### config.mk
export PLATFORM = sky130hd
export DESIGN_NAME = indexed_sequence_buffer_unit
export DESIGN_NICKNAME = d
export VERILOG_FILES = /design/src/rtl/isb_pkg.sv /design/src/rtl/isb_ram.sv /design/src/rtl/isb_ctrl.sv /design/src/rtl/indexed_sequence_buffer_unit.sv
export SDC_FILE = /design/constraint.sdc
export NUM_CORES = 1
export LEC_CHECK = 0
export BUFFER_PORTS_ARGS = -buffer_cell sky130_fd_sc_hd__buf_4
export CORE_MARGIN = 3
export CORE_UTILIZATION = 50
export DETAILED_ROUTE_END_ITERATION = 10
export GPL_ROUTABILITY_DRIVEN = 0
export GPL_TIMING_DRIVEN = 0
export PLACE_DENSITY = 0.65
export SYNTH_ARGS = -nofsm -noshare
export SYNTH_HDL_FRONTEND = slang
export SYNTH_SLANG_ARGS = --single-unit
### constraint.sdc
create_clock -name clk_i -period 5.7 [get_ports clk_i]
set_clock_uncertainty 0.1 [all_clocks]
set_input_delay 0.855 -clock clk_i [delete_from_list [all_inputs] [get_ports clk_i]]
set_output_delay 0.855 -clock clk_i [all_outputs]
set_load 0.005 [all_outputs]
### src/rtl/isb_pkg.sv
// Shared constants and command codes for the indexed sequence buffer.
// No dependencies; used by every module of the block.
package isb_pkg;

  // Default number of stored bytes.
  localparam int unsigned CAPACITY_DEF = 64;

  // Fixed field widths.
  localparam int unsigned CMD_W  = 3;
  localparam int unsigned DATA_W = 8;

  // Command codes carried on the command field.
  typedef enum logic [CMD_W-1:0] {
    CMD_APPEND = 3'd0,
    CMD_INSERT = 3'd1,
    CMD_DELETE = 3'd2,
    CMD_READ   = 3'd3,
    CMD_FIND   = 3'd4,
    CMD_CLEAR  = 3'd5
  } cmd_e;

endpackage

### src/rtl/isb_ram.sv
// Generic single-write, single-read synchronous RAM with a registered read port.
// Depends on isb_pkg for default sizes.
module isb_ram #(
  parameter int unsigned Width = isb_pkg::DATA_W,
  parameter int unsigned Depth = isb_pkg::CAPACITY_DEF,
  localparam int unsigned AddrW = $clog2(Depth)
) (
  input  logic             clk_i,
  input  logic             we_i,
  input  logic [AddrW-1:0] waddr_i,
  input  logic [Width-1:0] wdata_i,
  input  logic             re_i,
  input  logic [AddrW-1:0] raddr_i,
  output logic [Width-1:0] rdata_o
);

  logic [Width-1:0] mem_q [Depth];
  logic [Width-1:0] rdata_q;

  always_ff @(posedge clk_i) begin
    if (we_i) begin
      mem_q[waddr_i] <= wdata_i;
    end
    if (re_i) begin
      rdata_q <= mem_q[raddr_i];
    end
  end

  assign rdata_o = rdata_q;

endmodule

### src/rtl/isb_ctrl.sv
// Command sequencer: holds the length, walks the RAM to shift, read and search.
// Depends on isb_pkg; drives the ports of one isb_ram instance.
module isb_ctrl #(
  parameter int unsigned Capacity = isb_pkg::CAPACITY_DEF,
  localparam int unsigned AW = $clog2(Capacity),
  localparam int unsigned CW = $clog2(Capacity + 1)
) (
  input  logic                      clk_i,
  input  logic                      rst_ni,
  // command side
  input  logic                      cmd_valid_i,
  output logic                      cmd_ready_o,
  input  logic [isb_pkg::CMD_W-1:0] command_i,
  input  logic [CW-1:0]             position_i,
  input  logic [isb_pkg::DATA_W-1:0] value_i,
  // result side
  output logic                      res_valid_o,
  input  logic                      res_ready_i,
  output logic                      ok_o,
  output logic [isb_pkg::DATA_W-1:0] read_data_o,
  output logic [AW-1:0]             found_position_o,
  output logic [CW-1:0]             count_o,
  // memory port
  output logic                      mem_we_o,
  output logic [AW-1:0]             mem_waddr_o,
  output logic [isb_pkg::DATA_W-1:0] mem_wdata_o,
  output logic                      mem_re_o,
  output logic [AW-1:0]             mem_raddr_o,
  input  logic [isb_pkg::DATA_W-1:0] mem_rdata_i
);
  import isb_pkg::*;

  localparam logic [2:0] S_IDLE     = 3'd0;
  localparam logic [2:0] S_SHIFT    = 3'd1;
  localparam logic [2:0] S_INS_LAST = 3'd2;
  localparam logic [2:0] S_READ     = 3'd3;
  localparam logic [2:0] S_FIND     = 3'd4;
  localparam logic [2:0] S_DONE     = 3'd5;

  localparam logic DIR_INS = 1'b1;
  localparam logic DIR_DEL = 1'b0;

  logic [2:0]        state_q, state_d;
  logic [CW-1:0]     count_q, count_d;
  logic              dir_q, dir_d;
  logic [CW-1:0]     pos_q, pos_d;
  logic [DATA_W-1:0] val_q, val_d;
  logic [AW-1:0]     rd_addr_q, rd_addr_d;
  logic              ok_q, ok_d;
  logic [DATA_W-1:0] rdata_q, rdata_d;
  logic [AW-1:0]     fpos_q, fpos_d;

  logic [CW-1:0] cnt_m1;
  logic          not_full;

  assign cnt_m1   = count_q - CW'(1);
  assign not_full = (count_q < CW'(Capacity));

  always_comb begin
    state_d     = state_q;
    count_d     = count_q;
    dir_d       = dir_q;
    pos_d       = pos_q;
    val_d       = val_q;
    rd_addr_d   = rd_addr_q;
    ok_d        = ok_q;
    rdata_d     = rdata_q;
    fpos_d      = fpos_q;
    mem_we_o    = 1'b0;
    mem_waddr_o = '0;
    mem_wdata_o = '0;
    mem_re_o    = 1'b0;
    mem_raddr_o = '0;

    case (state_q)
      S_IDLE: begin
        if (cmd_valid_i) begin
          pos_d   = position_i;
          val_d   = value_i;
          ok_d    = 1'b0;
          rdata_d = '0;
          fpos_d  = '0;
          state_d = S_DONE;
          case (command_i)
            CMD_APPEND: begin
              if (not_full) begin
                mem_we_o    = 1'b1;
                mem_waddr_o = count_q[AW-1:0];
                mem_wdata_o = value_i;
                count_d     = count_q + CW'(1);
                ok_d        = 1'b1;
              end
            end
            CMD_INSERT: begin
              if (not_full && position_i <= count_q) begin
                if (position_i == count_q) begin
                  // insert at the end: plain append
                  mem_we_o    = 1'b1;
                  mem_waddr_o = count_q[AW-1:0];
                  mem_wdata_o = value_i;
                  count_d     = count_q + CW'(1);
                  ok_d        = 1'b1;
                end else begin
                  // open a gap: move entries up, starting at the tail
                  mem_re_o    = 1'b1;
                  mem_raddr_o = cnt_m1[AW-1:0];
                  rd_addr_d   = cnt_m1[AW-1:0];
                  dir_d       = DIR_INS;
                  state_d     = S_SHIFT;
                end
              end
            end
            CMD_DELETE: begin
              if (position_i < count_q) begin
                if (position_i == cnt_m1) begin
                  count_d = cnt_m1;
                  ok_d    = 1'b1;
                end else begin
                  // close the gap: move entries down, starting after it
                  mem_re_o    = 1'b1;
                  mem_raddr_o = AW'(position_i[AW-1:0] + AW'(1));
                  rd_addr_d   = AW'(position_i[AW-1:0] + AW'(1));
                  dir_d       = DIR_DEL;
                  state_d     = S_SHIFT;
                end
              end
            end
            CMD_READ: begin
              if (position_i < count_q) begin
                mem_re_o    = 1'b1;
                mem_raddr_o = position_i[AW-1:0];
                state_d     = S_READ;
              end
            end
            CMD_FIND: begin
              if (count_q != '0) begin
                mem_re_o    = 1'b1;
                mem_raddr_o = '0;
                rd_addr_d   = '0;
                state_d     = S_FIND;
              end
            end
            CMD_CLEAR: begin
              count_d = '0;
              ok_d    = 1'b1;
            end
            default: begin
            end
          endcase
        end
      end

      S_SHIFT: begin
        mem_we_o    = 1'b1;
        mem_wdata_o = mem_rdata_i;
        if (dir_q == DIR_INS) begin
          mem_waddr_o = AW'(rd_addr_q + AW'(1));
          if (CW'(rd_addr_q) == pos_q) begin
            state_d = S_INS_LAST;
          end else begin
            mem_re_o    = 1'b1;
            mem_raddr_o = AW'(rd_addr_q - AW'(1));
            rd_addr_d   = AW'(rd_addr_q - AW'(1));
          end
        end else begin
          mem_waddr_o = AW'(rd_addr_q - AW'(1));
          if (CW'(rd_addr_q) == cnt_m1) begin
            count_d = cnt_m1;
            ok_d    = 1'b1;
            state_d = S_DONE;
          end else begin
            mem_re_o    = 1'b1;
            mem_raddr_o = AW'(rd_addr_q + AW'(1));
            rd_addr_d   = AW'(rd_addr_q + AW'(1));
          end
        end
      end

      S_INS_LAST: begin
        mem_we_o    = 1'b1;
        mem_waddr_o = pos_q[AW-1:0];
        mem_wdata_o = val_q;
        count_d     = count_q + CW'(1);
        ok_d        = 1'b1;
        state_d     = S_DONE;
      end

      S_READ: begin
        rdata_d = mem_rdata_i;
        ok_d    = 1'b1;
        state_d = S_DONE;
      end

      S_FIND: begin
        if (mem_rdata_i == val_q) begin
          ok_d    = 1'b1;
          fpos_d  = rd_addr_q;
          state_d = S_DONE;
        end else if (CW'(rd_addr_q) == cnt_m1) begin
          state_d = S_DONE;
        end else begin
          mem_re_o    = 1'b1;
          mem_raddr_o = AW'(rd_addr_q + AW'(1));
          rd_addr_d   = AW'(rd_addr_q + AW'(1));
        end
      end

      S_DONE: begin
        if (res_ready_i) begin
          state_d = S_IDLE;
        end
      end

      default: begin
        state_d = S_IDLE;
      end
    endcase
  end

  always_ff @(posedge clk_i or negedge rst_ni) begin
    if (!rst_ni) begin
      state_q <= S_IDLE;
      count_q <= '0;
    end else begin
      state_q <= state_d;
      count_q <= count_d;
    end
  end

  always_ff @(posedge clk_i) begin
    dir_q     <= dir_d;
    pos_q     <= pos_d;
    val_q     <= val_d;
    rd_addr_q <= rd_addr_d;
    ok_q      <= ok_d;
    rdata_q   <= rdata_d;
    fpos_q    <= fpos_d;
  end

  assign cmd_ready_o      = (state_q == S_IDLE);
  assign res_valid_o      = (state_q == S_DONE);
  assign ok_o             = ok_q;
  assign read_data_o      = rdata_q;
  assign found_position_o = fpos_q;
  assign count_o          = count_q;

endmodule

### src/rtl/indexed_sequence_buffer_unit.sv
// Indexed sequence buffer: ordered byte sequence in one RAM, edited in place.
// Append, clear and failed commands go straight to the result; read waits for the RAM read;
// insert at p below n shifts entries from the tail down to p, then writes the value; delete
// at p shifts entries above p down; find scans from entry 0 to a match or the last entry.
// One command at a time; shifts and searches move one entry per cycle on the RAM port pair.
// Reset: length cleared to zero, no result pending; RAM contents stay undefined (no sweep).
module indexed_sequence_buffer_unit #(
  parameter int unsigned Capacity = isb_pkg::CAPACITY_DEF,
  localparam int unsigned AW = $clog2(Capacity),
  localparam int unsigned CW = $clog2(Capacity + 1)
) (
  input  logic                       clk_i,
  input  logic                       rst_ni,
  // command beat
  input  logic                       in_valid_i,
  output logic                       in_ready_o,
  input  logic [isb_pkg::CMD_W-1:0]  command_i,
  input  logic [CW-1:0]              position_i,
  input  logic [isb_pkg::DATA_W-1:0] value_i,
  // result beat
  output logic                       out_valid_o,
  input  logic                       out_ready_i,
  output logic                       ok_o,
  output logic [isb_pkg::DATA_W-1:0] read_data_o,
  output logic [AW-1:0]              found_position_o,
  output logic [CW-1:0]              length_o,
  output logic                       is_empty_o
);
  import isb_pkg::*;

  // Sequencer <-> RAM
  logic              mem_we;
  logic [AW-1:0]     mem_waddr;
  logic [DATA_W-1:0] mem_wdata;
  logic              mem_re;
  logic [AW-1:0]     mem_raddr;
  logic [DATA_W-1:0] mem_rdata;

  // Sequencer result, held until the output register takes it
  logic              res_valid;
  logic              res_ready;
  logic              res_ok;
  logic [DATA_W-1:0] res_rdata;
  logic [AW-1:0]     res_fpos;
  logic [CW-1:0]     res_count;

  // Output register: parts the sequencer from the consumer, so a finished
  // result can wait here while the next command is already taken.
  logic              out_valid_q, out_valid_d;
  logic              ok_q;
  logic [DATA_W-1:0] rdata_q;
  logic [AW-1:0]     fpos_q;
  logic [CW-1:0]     length_q;
  logic              empty_q;
  logic              load;

  isb_ram #(
    .Width (DATA_W),
    .Depth (Capacity)
  ) u_ram (
    .clk_i   (clk_i),
    .we_i    (mem_we),
    .waddr_i (mem_waddr),
    .wdata_i (mem_wdata),
    .re_i    (mem_re),
    .raddr_i (mem_raddr),
    .rdata_o (mem_rdata)
  );

  isb_ctrl #(
    .Capacity (Capacity)
  ) u_ctrl (
    .clk_i            (clk_i),
    .rst_ni           (rst_ni),
    .cmd_valid_i      (in_valid_i),
    .cmd_ready_o      (in_ready_o),
    .command_i        (command_i),
    .position_i       (position_i),
    .value_i          (value_i),
    .res_valid_o      (res_valid),
    .res_ready_i      (res_ready),
    .ok_o             (res_ok),
    .read_data_o      (res_rdata),
    .found_position_o (res_fpos),
    .count_o          (res_count),
    .mem_we_o         (mem_we),
    .mem_waddr_o      (mem_waddr),
    .mem_wdata_o      (mem_wdata),
    .mem_re_o         (mem_re),
    .mem_raddr_o      (mem_raddr),
    .mem_rdata_i      (mem_rdata)
  );

  // Take a new result when the register is empty or is being drained.
  assign res_ready = !out_valid_q || out_ready_i;
  assign load      = res_valid && res_ready;

  always_comb begin
    out_valid_d = out_valid_q;
    if (load) begin
      out_valid_d = 1'b1;
    end else if (out_ready_i) begin
      // drop the beat once the consumer took it
      out_valid_d = 1'b0;
    end
  end

  always_ff @(posedge clk_i or negedge rst_ni) begin
    if (!rst_ni) begin
      out_valid_q <= 1'b0;
    end else begin
      out_valid_q <= out_valid_d;
    end
  end

  // Payload: hold until the next load.
  always_ff @(posedge clk_i) begin
    if (load) begin
      ok_q     <= res_ok;
      rdata_q  <= res_rdata;
      fpos_q   <= res_fpos;
      length_q <= res_count;
      empty_q  <= (res_count == '0);
    end
  end

  assign out_valid_o      = out_valid_q;
  assign ok_o             = ok_q;
  assign read_data_o      = rdata_q;
  assign found_position_o = fpos_q;
  assign length_o         = length_q;
  assign is_empty_o       = empty_q;

endmodule
==> results by group, run 1 <==
Layout
  – Share of layout cells above drive strength 1: 15.1%
  – Post-layout nets: 2,045
  – Final Util: 58.8%
  – Fillers: around 3,900
  – Layout area overhead: 14.6%
  – # diodes: 0

Clock tree
  – Clk buf depth: 3
  – Htree depth: 2
  – CTS tree: built
  – Clock Tree Root: clkbuf_16
  – CTS Buf Count: 58
  – Clk Latency, worst-skew pair: 0.65 ns
  – CTS clk-pin slew, worst paths: 0.06 ns
  – Clock sink count: 591

Worst setup path
  – CP max FO: 10
  – Critical path endpoint category: flip-flop
  – CP required: between 6 and 7 ns
  – Worst setup SP type: flip-flop
  – Critical path arrival: 5.94 ns
  – WS Path Type: reg2reg

Floorplan
  – Die width: roughly 230 microns
  – Io pins: 47
  – Initial core utilization: 51.3%
  – Die area: between 0.05 and 0.06 sq mm
  – Chip height: around 230 microns
  – FP Rows: 81
  – Core ar.: 0.0496 sq mm

Timing
  – Fin crit share: a little over nine tenths
  – Min cycle time layout: 5.59 ns
  – Final setup fails: 0
  – Hold WS: 0.302 ns
  – Slew HR: 9.02%
  – Slew Viols, Final: 0
  – Setup TNS: 0 ns
  – Post-route setup slack: 0.107 ns
  – Final Hold Vio Count: 0
  – RSZ-0062 raised after global routing: true
  – Slew @ Worst Pin: approximately 1.4 ns
  – Max Fclk: 179 MHz

Synth
  – Syn Nets: 1,915
  – Most common cell in the synthesized netlist: edfxtp_1
  – Post-synth top area cell: edfxtp_1
  – Syn avg cell area: ~14 sq um
  – Commonest cells post-synth: edfxtp_1 (580), nand2_1 (326), nor2_1 (165)
  – Yosys warns: 0
  – Number of flops mapped to enable cells by yosys: 580
  – Post-synthesis register bit count: 591
  – Post-synth ARST share: between 1.5 and 2%
  – Top cells by area, synth: edfxtp_1 (69%), nand2_1 (4.8%), mux2i_1 (2.6%)
  – Post-synthesis cell area: 0.0254 sq mm
  – Main synth FF type: edfxtp_1
  – Synth Instances: 1,879
  – Share of the synthesized area in the top cell type: between 60% and 70%
  – Synth unique cells: 73
  – Sequential-to-total area share from yosys stat: 69.6%

Power
  – VDD IR max: 344 uV
  – Pleak: roughly 10 nW
  – PD cells: around 630 mW/mm^2
  – Power, Total: 18.4 mW
  – Combinational power share: 49.4%
  – Reg power frac: 30.7%
  – Sw frac: 44.1%
  – Internal Power: 10.3 mW
  – Clock share of power: 19.9%
  – Sw Pwr: 8.13 mW

Global route
  – GRT Total Usage: 29.9%
  – First-pass GRT wire length: roughly 120 mm
  – Pin count of the biggest net entering global routing: between 60 and 70
  – Number of global-route vias before repair: 17,000
  – Total gr overflow: 0
  – Antenna violations before repair: 0

Placed design
  – PortBufs: 45
  – Post-DP HPWL: 53.7 mm
  – Pre-CTS WS: -1.64 ns

Detailed routing
  – Pre-antenna DRT Iters: 10
  – Final WL: 80.3 mm
  – Via count: about 18,000
  – Initial DRC count: about 2,900
  – Final ANT Viol Nets: 0
  – Average vias per placed instance: 6.49
  – DRC Markers: 0
  – Wire length per cell: 29.5 microns

Run status
  – Status: finished clean

Worst hold path
  – HP Class: in2reg

Run
  – Max cap viols: 0
worst max-delay path, stage by stage, from the launching register on:
cell      delay, ns
dfrtp_1        0.41
buf_2          0.23
inv_2          0.15
ha_4           0.20
nor3b_4        0.30
buf_4          0.18
xnor2_1        0.06
nor2_1         0.11
nand4_1        0.19
buf_4          0.24
ha_1           0.20
and3_1         0.16
a211o_1        0.36
a211oi_4       0.33
buf_4          0.21
buf_4          0.25
buf_6          0.24
buf_6          0.22
nor2_1         0.20
a32oi_1        0.29
o21ai_0        0.18
a22o_1         0.34
a211oi_4       0.26
state kept, by name (all words and copies together) (netlist names), 7 cells and up:
register            count
u_ram.mem_q           512
read_data_o             8
u_ctrl.read_data_o      8
u_ctrl.val_q            8
u_ram.rdata_o           8
length_o                7
u_ctrl.count_o          7
u_ctrl.pos_q            7
placed cells by master, fill, tap and decap left out, types with 10 or more instances in the layout:
| cell | count |
|---|---|
| a21oi_1 | 50 |
| a22oi_1 | 16 |
| a311oi_1 | 14 |
| a31oi_1 | 13 |
| a32oi_1 | 22 |
| and2_1 | 17 |
| and3_1 | 35 |
| buf_2 | 15 |
| buf_4 | 75 |
| clkbuf_1 | 32 |
| clkbuf_16 | 59 |
| clkbuf_2 | 22 |
| clkbuf_4 | 12 |
| clkinv_1 | 25 |
| clkinv_2 | 10 |
| dfrtp_1 | 10 |
| edfxtp_1 | 580 |
| ha_1 | 12 |
| inv_1 | 19 |
| mux2i_1 | 64 |
| mux4_2 | 26 |
| nand2_1 | 324 |
| nand3_1 | 62 |
| nand4_1 | 13 |
| nor2_1 | 163 |
| nor3_1 | 19 |
| o211ai_1 | 13 |
| o21ai_0 | 58 |
| o22ai_1 | 11 |
| xnor2_1 | 30 |
| xor2_1 | 20 |
cell type report:
type	count	area [sq um]	share of cell area (%)
buffer	99	598	2.05
clock buffer	67	1510	5.17
clock inverter	41	288	0.988
inverter	28	105	0.361
multi-input combinational	1158	7440	25.5
sequential	591	17700	60.8
tap	664	831	2.85
timing repair buffer	73	666	2.29
final timing paths:
path                                                     start                            end  slack, ns  cells after the start
min in group asynchronous                               rst_ni  u_ctrl.count_o[4]$_DFFE_PN0P_       0.53                      2
max in group asynchronous                               rst_ni  u_ctrl.count_o[1]$_DFFE_PN0P_       4.79                      2
setup / recovery                 u_ctrl.count_o[0]$_DFFE_PN0P_     u_ram.rdata_o[0]$_DFFE_PP_       0.11                     22
setup reg to reg                 u_ctrl.count_o[0]$_DFFE_PN0P_     u_ram.rdata_o[0]$_DFFE_PP_       0.11                     22
hold / removal                                      value_i[7]      u_ctrl.val_q[7]$_DFFE_PP_       0.30                      1
hold reg to reg            u_ctrl.read_data_o[2]$_SDFFCE_PN0P_       read_data_o[2]$_DFFE_PP_       0.32                      0
metrics by stage:
step	cells	cell area (sq um)
final	2721	29100
after global routing	2721	29100
after CTS	2718	28900
after detailed placement	2598	26800
after global placement	2588	26600
after floorplan	1879	25400
power by group through the flow:
stage | logic [mW] | clock network (mW) | registers, mW
global placement | 7.98 | 0 | 5.77
detailed placement | 8.17 | 0 | 5.74
floorplan | 4.65 | 0 | 5.70
CTS | 8.55 | 3.69 | 5.65
finish | 9.10 | 3.66 | 5.66
global route | 9.38 | 3.85 | 5.68
timing repair:
item	4_1_cts	5_1_grt
gates resized for setup	92	58
hold endpoints to repair	11	0
endpoints found under the setup margin	8	8
setup buffers	13	4
pin swaps	8	10
hold buffers	1	0
cell families after synthesis:
logic type      Yosys count  share of synthesized area (%)
simple gates            697                           12.1
flops                   591                           69.6
fa+ha+maj                14                          0.689
xor+xnor                 53                           1.94
compound gates          296                           8.29
buf+inv                 130                           2.18
mux                      98                           5.16
metal layers:
metal,track usage (%),up-vias,share of wire (%)
li1,-,7402,-
met1,41.4,8620,38
met2,43.8,1373,43
met3,9.14,271,14
met4,13.3,0,5.4
met5,0,-,0
(Power assumes the default switching activity.)
==> run 2, diff against run 1 <==
--- a/config.mk
+++ b/config.mk
@@ -12,6 +12,7 @@
 export GPL_ROUTABILITY_DRIVEN = 0
 export GPL_TIMING_DRIVEN = 0
 export PLACE_DENSITY = 0.65
+export RECOVER_POWER = 25
 export SYNTH_ARGS = -nofsm -noshare
 export SYNTH_HDL_FRONTEND = slang
 export SYNTH_SLANG_ARGS = --single-unit
==> run 2 against run 1 <==
Against the previous run:
- maximum frequency shrank 0.66%
- sequential power is essentially flat
- setup slack lost 0.037 ns
- critical endpoint unchanged
- largest power group unchanged
- highest routed layer unchanged
==> results by group, run 2 (synthesized netlist as in run 1, its figures left out) <==
Layout
  – Fillers: 3,890
  – Largest register by flop count: u_ram.mem_q
  – # diodes: 0
  – Max FFs per register: roughly 500
  – Layout Cells excl Fill: 2,721
  – Leading cell type in the layout, fill and taps excluded: edfxtp_1
  – Most frequent cells in the layout: edfxtp_1 (580), nand2_1 (324), nor2_1 (163)
  – Multi-input logic area: 0.00744 sq mm
  – Final Util: 58.6%
  – Area occupied by registers: roughly 0.018 sq mm
  – Share of layout cells above drive strength 1: 14.3%
  – Layout area overhead: 14.4%
  – Post-layout nets: 2,045

Detailed routing
  – Average vias per placed instance: 6.50
  – Final WL: 80.2 mm
  – DRC Markers: 0
  – Final ANT Viol Nets: 0
  – Pre-antenna DRT Iters: 8
  – Wire length per cell: 29.5 microns
  – Via count: roughly 18,000
  – Initial DRC count: ~3,000

Timing
  – Final Hold Vio Count: 0
  – Fin crit share: a little over nine tenths
  – Max Fclk: approximately 180 MHz
  – Min cycle time layout: approximately 5.6 ns
  – Final setup fails: 0
  – RSZ-0062 raised after global routing: true
  – Slew HR: 8.18%
  – Slew Viols, Final: 0
  – Slew @ Worst Pin: 1.37 ns

Floorplan
  – Io pins: 47
  – FP Rows: 81
  – Chip height: 231 microns
  – Core ar.: 0.0496 sq mm
  – Die area: between 0.05 and 0.06 sq mm
  – Initial core utilization: 51.3%
  – Die width: 231 microns

Placed design
  – PortBufs: 45
  – Placed cell count: 2,598
  – Post-DP HPWL: about 54 mm

Global route
  – First-pass GRT wire length: 116 mm
  – Pin count of the biggest net entering global routing: 65
  – Number of global-route vias before repair: 17,000
  – Antenna violations before repair: 0
  – Total gr overflow: 0
  – GRT Total Usage: 29.9%

Worst setup path
  – Crit-path cells: buf_2, inv_2, ha_4, nor3b_4, buf_4, xnor2_1, nor2_1, nand4_1, buf_4, ha_1, and3_1, a211o_1, a211oi_4, buf_4, buf_4, buf_6, buf_6, nor2_1, a32oi_1, o21ai_0, a22o_1, a211oi_4
  – CP max FO: 10
  – Critical path arrival: 5.98 ns
  – Buf/Inv on CP: 8
  – Worst setup SP type: flip-flop
  – CP dominant cell by count: buf_4
  – WS Path Type: reg2reg
  – Crit path max-delay cell type: dfrtp_1
  – Reg2reg setup slack: 0.07 ns
  – CP max stage delay: 0.42 ns
  – Critical path endpoint category: flip-flop
  – CP required: 6.05 ns
  – Family with the most delay on the worst path: compound AO/OA/AOI/OAI gates

Clock tree
  – CTS tree: built
  – Htree depth: 2
  – CTS clk-pin slew, worst paths: 0.06 ns
  – Clock sink count: a little under 600
  – Clk Latency, worst-skew pair: roughly 0.65 ns
  – CTS Buf Count: 58
  – Clock Tree Root: clkbuf_16
  – Clk buf depth: 3

Power
  – Pleak: 9.97 nW
  – PD cells: between 600 and 700 mW/mm^2
  – VDD IR max: 345 uV

Worst hold path
  – HP Class: reg2reg

Run status
  – Status: finished clean

Run
  – Max cap viols: 0
## run 2: final timing paths
kind / from / to / cells after the start
worst max-delay path: u_ctrl.count_o[0]$_DFFE_PN0P_ / u_ram.rdata_o[0]$_DFFE_PP_ / 22
worst min-delay path: u_ctrl.read_data_o[2]$_SDFFCE_PN0P_ / read_data_o[2]$_DFFE_PP_ / 0
worst max register to register: u_ctrl.count_o[0]$_DFFE_PN0P_ / u_ram.rdata_o[0]$_DFFE_PP_ / 22
worst min register to register: u_ctrl.read_data_o[2]$_SDFFCE_PN0P_ / read_data_o[2]$_DFFE_PP_ / 0
max in group asynchronous: rst_ni / u_ctrl.count_o[1]$_DFFE_PN0P_ / 2
min in group asynchronous: rst_ni / u_ctrl.count_o[6]$_DFFE_PN0P_ / 2
## run 2: area by class of cell
type                       count  share of cell area, %
tap                          664                   2.86
buffer                        99                   2.06
sequential                   591                   60.9
timing repair buffer          73                   2.08
clock buffer                  67                   5.18
inverter                      28                  0.362
multi-input combinational   1158                   25.6
clock inverter                41                  0.990
## run 2: power breakdown
group / switching (mW) / internal [mW]
sequential: 0.163 / 5.50
combinational: 6.33 / 2.78
clock: 1.65 / 2.02
## run 2: repair_timing
action                                  4_1_cts  5_1_grt
pin swaps                                     8       10
endpoints found under the setup margin        8        8
hold endpoints to repair                     11        0
setup buffers                                13        4
hold buffers                                  1        0
gates resized for setup                      92       58
## run 2: metrics by stage
step                      TNS [ns]  setup WS [ns]  total power [mW]  hold slack, ns  instance area (sq um)
final                            0         0.0692              18.4           0.320                  29100
after CTS                 -0.00289       -0.00289              17.9           0.287                  28900
after global routing       -0.0215        -0.0146              18.9           0.324                  29100
after floorplan                  0          0.593              10.4           0.300                  25400
after detailed placement    -10.53          -1.64              13.9           0.305                  26800
after global placement     -401.35          -2.74              13.8           0.303                  26600
## run 2: layer usage
metal	share of wire, %	GRT usage (%)
met1	38	41.4
met3	14	9.14
met5	0	0
met4	5.3	13.3
met2	43	43.8
